--- src/hw/rtl/mrf_pkg.sv ---
// Shared types and constants for the message ring FIFO.
// Holds operation and status codes, field widths and the result record.
// Used by mrf_ctrl and message_ring_fifo_top; depends on nothing.
package mrf_pkg;

	localparam int LEN_W   = 13;
	localparam int BYTE_W  = 8;
	localparam int OP_W    = 2;
	localparam int STAT_W  = 3;
	localparam int COUNT_W = 5;
	localparam int FREE_W  = 13;

	localparam logic [OP_W-1:0] OP_START = 2'd0;
	localparam logic [OP_W-1:0] OP_PUSH  = 2'd1;
	localparam logic [OP_W-1:0] OP_POP   = 2'd2;

	localparam logic [STAT_W-1:0] ST_OK       = 3'd0;
	localparam logic [STAT_W-1:0] ST_ZERO_LEN = 3'd1;
	localparam logic [STAT_W-1:0] ST_FULL     = 3'd2;
	localparam logic [STAT_W-1:0] ST_EMPTY    = 3'd3;
	localparam logic [STAT_W-1:0] ST_NO_PUSH  = 3'd4;
	localparam logic [STAT_W-1:0] ST_BUSY     = 3'd5;

	typedef struct packed {
		logic [STAT_W-1:0]  status;
		logic               byte_sel;
		logic               end_of_message;
		logic [LEN_W-1:0]   head_length;
		logic [COUNT_W-1:0] message_count;
		logic [FREE_W-1:0]  free_bytes;
	} result_t;

endpackage

--- src/hw/rtl/mrf_ctrl.sv ---
// Control state of the message ring FIFO: pointers, counts and open push.
// Decides each operation combinationally and drives both memories.
// Depends on mrf_pkg.
module mrf_ctrl #(
	parameter int BUFFER_BYTES = 4096,
	parameter int MAX_MESSAGES = 16
) (
	input  logic                              clk,
	input  logic                              arst_n,
	input  logic                              fire,
	input  logic [mrf_pkg::OP_W-1:0]          op_s1,
	input  logic [mrf_pkg::LEN_W-1:0]         len_s1,
	input  logic [mrf_pkg::BYTE_W-1:0]        data_s1,
	input  logic [mrf_pkg::LEN_W-1:0]         lq_rdata,
	output mrf_pkg::result_t                  res,
	output logic                              bs_we,
	output logic [$clog2(BUFFER_BYTES)-1:0]   bs_waddr,
	output logic [mrf_pkg::BYTE_W-1:0]        bs_wdata,
	output logic [$clog2(BUFFER_BYTES)-1:0]   bs_raddr,
	output logic                              lq_we,
	output logic [$clog2(MAX_MESSAGES)-1:0]   lq_waddr,
	output logic [mrf_pkg::LEN_W-1:0]         lq_wdata,
	output logic [$clog2(MAX_MESSAGES)-1:0]   lq_raddr
);

	localparam int AW = $clog2(BUFFER_BYTES);
	localparam int UW = $clog2(BUFFER_BYTES + 1);
	localparam int QW = $clog2(MAX_MESSAGES);
	localparam int CW = $clog2(MAX_MESSAGES + 1);
	localparam int SW = CW + 1;
	localparam int LW = mrf_pkg::LEN_W;

	logic [AW-1:0] wr_idx_q, wr_idx_n, rd_idx_q, rd_idx_n;
	logic [UW-1:0] used_q, used_n, free_now;
	logic [CW-1:0] count_q, count_n;
	logic [QW-1:0] qhead_q, qhead_n, qhead_cur;
	logic [LW-1:0] push_rem_q, push_rem_n, push_len_q, push_len_n;
	logic [LW-1:0] pop_off_q, pop_off_n, pop_off_inc, head_len_q, head_len_n;
	logic [SW-1:0] slot_sum;
	logic [31:0]   count_wide, free_wide;

	assign free_now    = UW'(BUFFER_BYTES) - used_q;
	assign pop_off_inc = pop_off_q + LW'(1);
	assign slot_sum    = SW'(qhead_q) + SW'(count_q);

	always_comb begin
		wr_idx_n         = wr_idx_q;
		rd_idx_n         = rd_idx_q;
		used_n           = used_q;
		count_n          = count_q;
		qhead_n          = qhead_q;
		push_rem_n       = push_rem_q;
		push_len_n       = push_len_q;
		pop_off_n        = pop_off_q;
		head_len_n       = head_len_q;
		res.status       = mrf_pkg::ST_OK;
		res.byte_sel     = 1'b0;
		res.end_of_message = 1'b0;
		bs_we            = 1'b0;
		lq_we            = 1'b0;
		unique case (op_s1)
			mrf_pkg::OP_START: begin
				priority if (push_rem_q != '0) begin
					res.status = mrf_pkg::ST_BUSY;
				end else if (len_s1 == '0) begin
					res.status = mrf_pkg::ST_ZERO_LEN;
				end else if ((32'(free_now) < 32'(len_s1)) ||
						(count_q == CW'(MAX_MESSAGES))) begin
					res.status = mrf_pkg::ST_FULL;
				end else begin
					push_rem_n = len_s1;
					push_len_n = len_s1;
				end
			end
			mrf_pkg::OP_PUSH: begin
				if (push_rem_q == '0) begin
					res.status = mrf_pkg::ST_NO_PUSH;
				end else begin
					bs_we      = fire;
					wr_idx_n   = (wr_idx_q == AW'(BUFFER_BYTES - 1)) ? '0 : wr_idx_q + AW'(1);
					used_n     = used_q + UW'(1);
					push_rem_n = push_rem_q - LW'(1);
					if (push_rem_q == LW'(1)) begin
						lq_we      = fire;
						count_n    = count_q + CW'(1);
						push_len_n = '0;
						if (count_q == '0) begin
							head_len_n = push_len_q;
						end
					end
				end
			end
			mrf_pkg::OP_POP: begin
				if (count_q == '0) begin
					res.status = mrf_pkg::ST_EMPTY;
				end else begin
					res.byte_sel = 1'b1;
					rd_idx_n     = (rd_idx_q == AW'(BUFFER_BYTES - 1)) ? '0 : rd_idx_q + AW'(1);
					used_n       = used_q - UW'(1);
					pop_off_n    = pop_off_inc;
					if (pop_off_inc >= head_len_q) begin
						res.end_of_message = 1'b1;
						pop_off_n  = '0;
						qhead_n    = (qhead_q == QW'(MAX_MESSAGES - 1)) ? '0 : qhead_q + QW'(1);
						count_n    = count_q - CW'(1);
						head_len_n = lq_rdata;
					end
				end
			end
			default: begin
				res.status = mrf_pkg::ST_OK;
			end
		endcase
		count_wide        = 32'(count_n);
		free_wide         = 32'(UW'(BUFFER_BYTES) - used_n);
		res.head_length   = (count_n != '0) ? head_len_n : '0;
		res.message_count = count_wide[mrf_pkg::COUNT_W-1:0];
		res.free_bytes    = free_wide[mrf_pkg::FREE_W-1:0];
	end

	assign bs_waddr = wr_idx_q;
	assign bs_wdata = data_s1;
	assign bs_raddr = rd_idx_q;
	assign lq_waddr = QW'((slot_sum >= SW'(MAX_MESSAGES)) ? slot_sum - SW'(MAX_MESSAGES) : slot_sum);
	assign lq_wdata = push_len_q;
	assign qhead_cur = fire ? qhead_n : qhead_q;
	assign lq_raddr = (qhead_cur == QW'(MAX_MESSAGES - 1)) ? '0 : qhead_cur + QW'(1);

	always_ff @(posedge clk or negedge arst_n) begin
		if (!arst_n) begin
			wr_idx_q   <= '0;
			rd_idx_q   <= '0;
			used_q     <= '0;
			count_q    <= '0;
			qhead_q    <= '0;
			push_rem_q <= '0;
			push_len_q <= '0;
			pop_off_q  <= '0;
			head_len_q <= '0;
		end else if (fire) begin
			wr_idx_q   <= wr_idx_n;
			rd_idx_q   <= rd_idx_n;
			used_q     <= used_n;
			count_q    <= count_n;
			qhead_q    <= qhead_n;
			push_rem_q <= push_rem_n;
			push_len_q <= push_len_n;
			pop_off_q  <= pop_off_n;
			head_len_q <= head_len_n;
		end
	end

endmodule

--- config.mk ---
export PLATFORM = sky130hd
export DESIGN_NAME = mrf_ctrl
export DESIGN_NICKNAME = d
export VERILOG_FILES = /design/src/hw/rtl/mrf_pkg.sv /design/src/hw/rtl/mrf_ctrl.sv
export SDC_FILE = /design/constraint.sdc
export NUM_CORES = 1
export LEC_CHECK = 0
export BUFFER_PORTS_ARGS = -buffer_cell sky130_fd_sc_hd__buf_2
export CAP_MARGIN = 20
export CORE_ASPECT_RATIO = 0.7
export CORE_MARGIN = 1.5
export CORE_UTILIZATION = 50
export CTS_BUF_LIST = sky130_fd_sc_hd__clkbuf_4
export DETAILED_ROUTE_END_ITERATION = 12
export GPL_TIMING_DRIVEN = 0
export PLACE_DENSITY_LB_ADDON = 0.15
export SLEW_MARGIN = 20
export SYNTH_ARGS = -nofsm -noshare
export SYNTH_HDL_FRONTEND = slang
export SYNTH_SLANG_ARGS = --single-unit
--- constraint.sdc ---
create_clock -name clk -period 4.91 [get_ports clk]
set_input_delay 0.982 -clock clk [delete_from_list [all_inputs] [get_ports clk]]
set_output_delay 0.982 -clock clk [all_outputs]
set_load 0.005 [all_outputs]
==> metrics <==
Total GRT Usage=30.2%; cell count after synthesis=936; TritonCTS buffer count=9; starting density of the core=between 50% and 60%; dpl hpwl=17700 µm; Critical Path Fanout Max=5; vias=7919; final wirelength=24500 µm; GR Overflow Total=0; Area contributors post-synth=dfrtp_1 (32%), ha_1 (7.2%), nand2_1 (6.2%); leading area contributor after synthesis=dfrtp_1; drt first-iter violations=between 800 and 900; Leakage=4.31 nW; # rows=37; R2R Setup Slk=0.85 ns; Final Power=around 5.3 mW; largest net degree at the start of global routing=73; RSZ-0062 raised after global routing=true; R2R depth=16; post-synth top area share=between 30% and 40%; worst setup path category=reg2out; Hold Buf Count CTS=0; post-detailed-route count of antenna-violating nets=0; post-synth cell types=around 80; DRC viols=0; max_cap viols=0; fin cells=1300; Hold Path Class=in2async; crit path DAT=slightly below 4 ns; commonest non-fill, non-tap cell in the layout=buf_2; Util after Layout=between 60% and 70%; YS warnings=0; period utilization=a little over nine tenths; Critical Path Start=pop_off_q[0]$_DFFE_PN0P_; status=finished, final reports clean; initial antenna violation count=0; H-tree Lvls=3; skew final=between 0.03 and 0.04 ns; Final Hold Vio Count=0; Final min period=a little under 5 ns; Post-synth EDFFs=0; core area=approximately 15000 µm²; Critical R2R Launch=used_q[0]$_DFFE_PN0P_; vias per cell=between 6 and 7; Cell Area, Synth=7670 µm²; # clock sinks=98; TritonCTS clock tree=done; crit end category=output pin; first-pass GRT wire length=about 38000 µm; DR WL/cell=between 15 and 20 µm; # setup viols final=0; Least-Margin Pin Slew=1.02 ns; Max Freq=just over 200 MHz; RR Endpoint=lq_wdata[8]$_DFFE_PN0P_; Hold WS=between 0.3 and 0.4 ns; max-slew violations=0; most frequent cells in the layout=buf_2 (129), nand2_1 (121), dfrtp_1 (89); Worst Setup EP=res[21]; num ports=130; synthesized flop and latch total=98; pwr/cell area=between 500 and 600 nW/µm²; Seq/Total Area, Yosys=between 30% and 40%; # placed instances=around 1300; Area Overhead vs Synth=22.6%; PortBufs=around 120; die height=~110 µm; Rel. slew slack=31.9%; ys async rst share=between 90% and 100%; Clock Pin Slew Worst Setup and Hold Paths=around 0.20 ns; Peak VDD IR=0.380 mV; full die area=around 16000 µm²; Synth Area per Inst=about 8.2 µm²; vias in the first global route=between 7000 and 8000; CTS max path bufs=2; GPL Wtd Cong=0.941; critical path required time=between 3 and 4 ns; Inserted Diodes=0; CP Launch Type=flip-flop; layout cell share with drive strength beyond 1=~26%; CTS Root Cell=clkbuf_4; drt pass-1 iters=6; Layout Nets=around 1200; Mapped Nets=1020; Clk Latency, worst-skew pair=around 0.50 ns; die span in x=between 150 and 200 µm; Post-synth top flop=dfrtp_1
-- through the flow --
step	setup slack, ns	cell area, µm²	setup TNS [ns]
finish	0.0624	9410	0
global route	-0.0377	9410	-0.198
CTS	-0.00353	9010	-0.00353
detailed placement	-0.843	8560	-12.48
global placement	-0.894	8520	-14.77
floorplan	0.233	7670	0
-- per-layer routing --
| metal | GRT usage (%) | routed length, µm | vias to the layer above |
|---|---|---|---|
| met5 | 0 | 0 | - |
| met4 | 5.89 | 336 | 0 |
| met3 | 6.85 | 2430 | 31 |
| met2 | 42.7 | 10100 | 392 |
| met1 | 46.7 | 11600 | 3786 |
| li1 | - | - | 3710 |
-- cells in the mapped netlist, types with 5 or more instances --
master and number:
a22oi_1 24, and2_1 7, nor3_1 13, clkbuf_1 34
nand2_1 126, nand2b_1 9, a21o_1 11, o21a_1 16
o22ai_1 6, buf_2 12, nand3_1 41, o31ai_1 5
buf_4 10, dfrtp_1 98, nand4_1 23, nor3_2 5
inv_1 49, xnor2_1 37, nor4_1 8, and3_1 14
mux2i_1 7, mux2_2 9, a31oi_1 9, a21oi_1 78
ha_1 44, xor2_1 19, nor2_1 60, a22o_1 24
o21ai_0 51
-- flip-flops by register name (all words and copies together) (netlist names) --
name,count
head_len_q,13
lq_wdata,13
pop_off_q,13
push_rem_q,13
used_q,13
bs_raddr,12
bs_waddr,12
count_q,5
qhead_q,4
-- power by group --
| part | leakage (nW) | internal (mW) | switching (mW) |
|---|---|---|---|
| Sequential | 1.28 | 0.977 | 0.202 |
| Clock | 0.0751 | 0.167 | 0.320 |
| Combinational | 2.96 | 1.56 | 2.05 |
| Total | 4.31 | 2.71 | 2.57 |
-- layout make-up --
cell class,count,area [µm²]
repair buffers,155,915
well taps,195,244
clock inverters,6,73.8
multi-input cells,724,5090
clock buffers,10,75.1
inverters,50,188
fillers,1342,5450
flip-flops and latches,98,2460
plain buffers,62,359
-- cell families after synthesis --
kind of cell	after synthesis	share of synthesized area, %
AOI/OAI and AO/OA	265	22.5
xor gates and xnor gates	56	6.39
DFF	98	32.0
muxes	18	2.58
adders and majority gates	45	7.44
and+or+nand+nor	340	22.4
buffers and inverters	114	6.78
-- worst max-delay path, stage by stage (launching register included) --
cell      delay (ns)
dfrtp_2         0.44
ha_4            0.17
nand3_4         0.07
nor2_4          0.12
and3_4          0.22
nand3_4         0.11
xnor2_4         0.17
ha_4            0.28
nand2_2         0.07
nor2_4          0.11
nand2_2         0.08
o21ai_4         0.28
buf_6           0.15
nand2_1         0.08
o311ai_4        0.37
nor3_4          0.10
buf_12          0.15
buf_6           0.14
a21oi_4         0.15
buf_2           0.13
-- how the worst min path moves through the flow --
| stage | end | slack [ns] | cells past startpoint |
|---|---|---|---|
| floorplan | pop_off_q[12]$_DFFE_PN0P_ | 0.47 | 2 |
| global placement | bs_waddr[6]$_DFFE_PN0P_ | 0.48 | 1 |
| detailed placement | bs_waddr[6]$_DFFE_PN0P_ | 0.48 | 1 |
| CTS | used_q[0]$_DFFE_PN0P_ | 0.32 | 1 |
| global route | push_rem_q[5]$_DFFE_PN0P_ | 0.32 | 1 |
| finish | used_q[0]$_DFFE_PN0P_ | 0.32 | 1 |
-- repair_timing --
action | 4_1_cts | 5_1_grt
gates resized for setup | 41 | 65
buffers inserted | 14 | 18
setup endpoints to repair | 30 | 27
endpoints found under the hold margin | 0 | 0
pin swaps | 10 | 24
cloned | 0 | 1
Power figures use the tool's default switching activity.
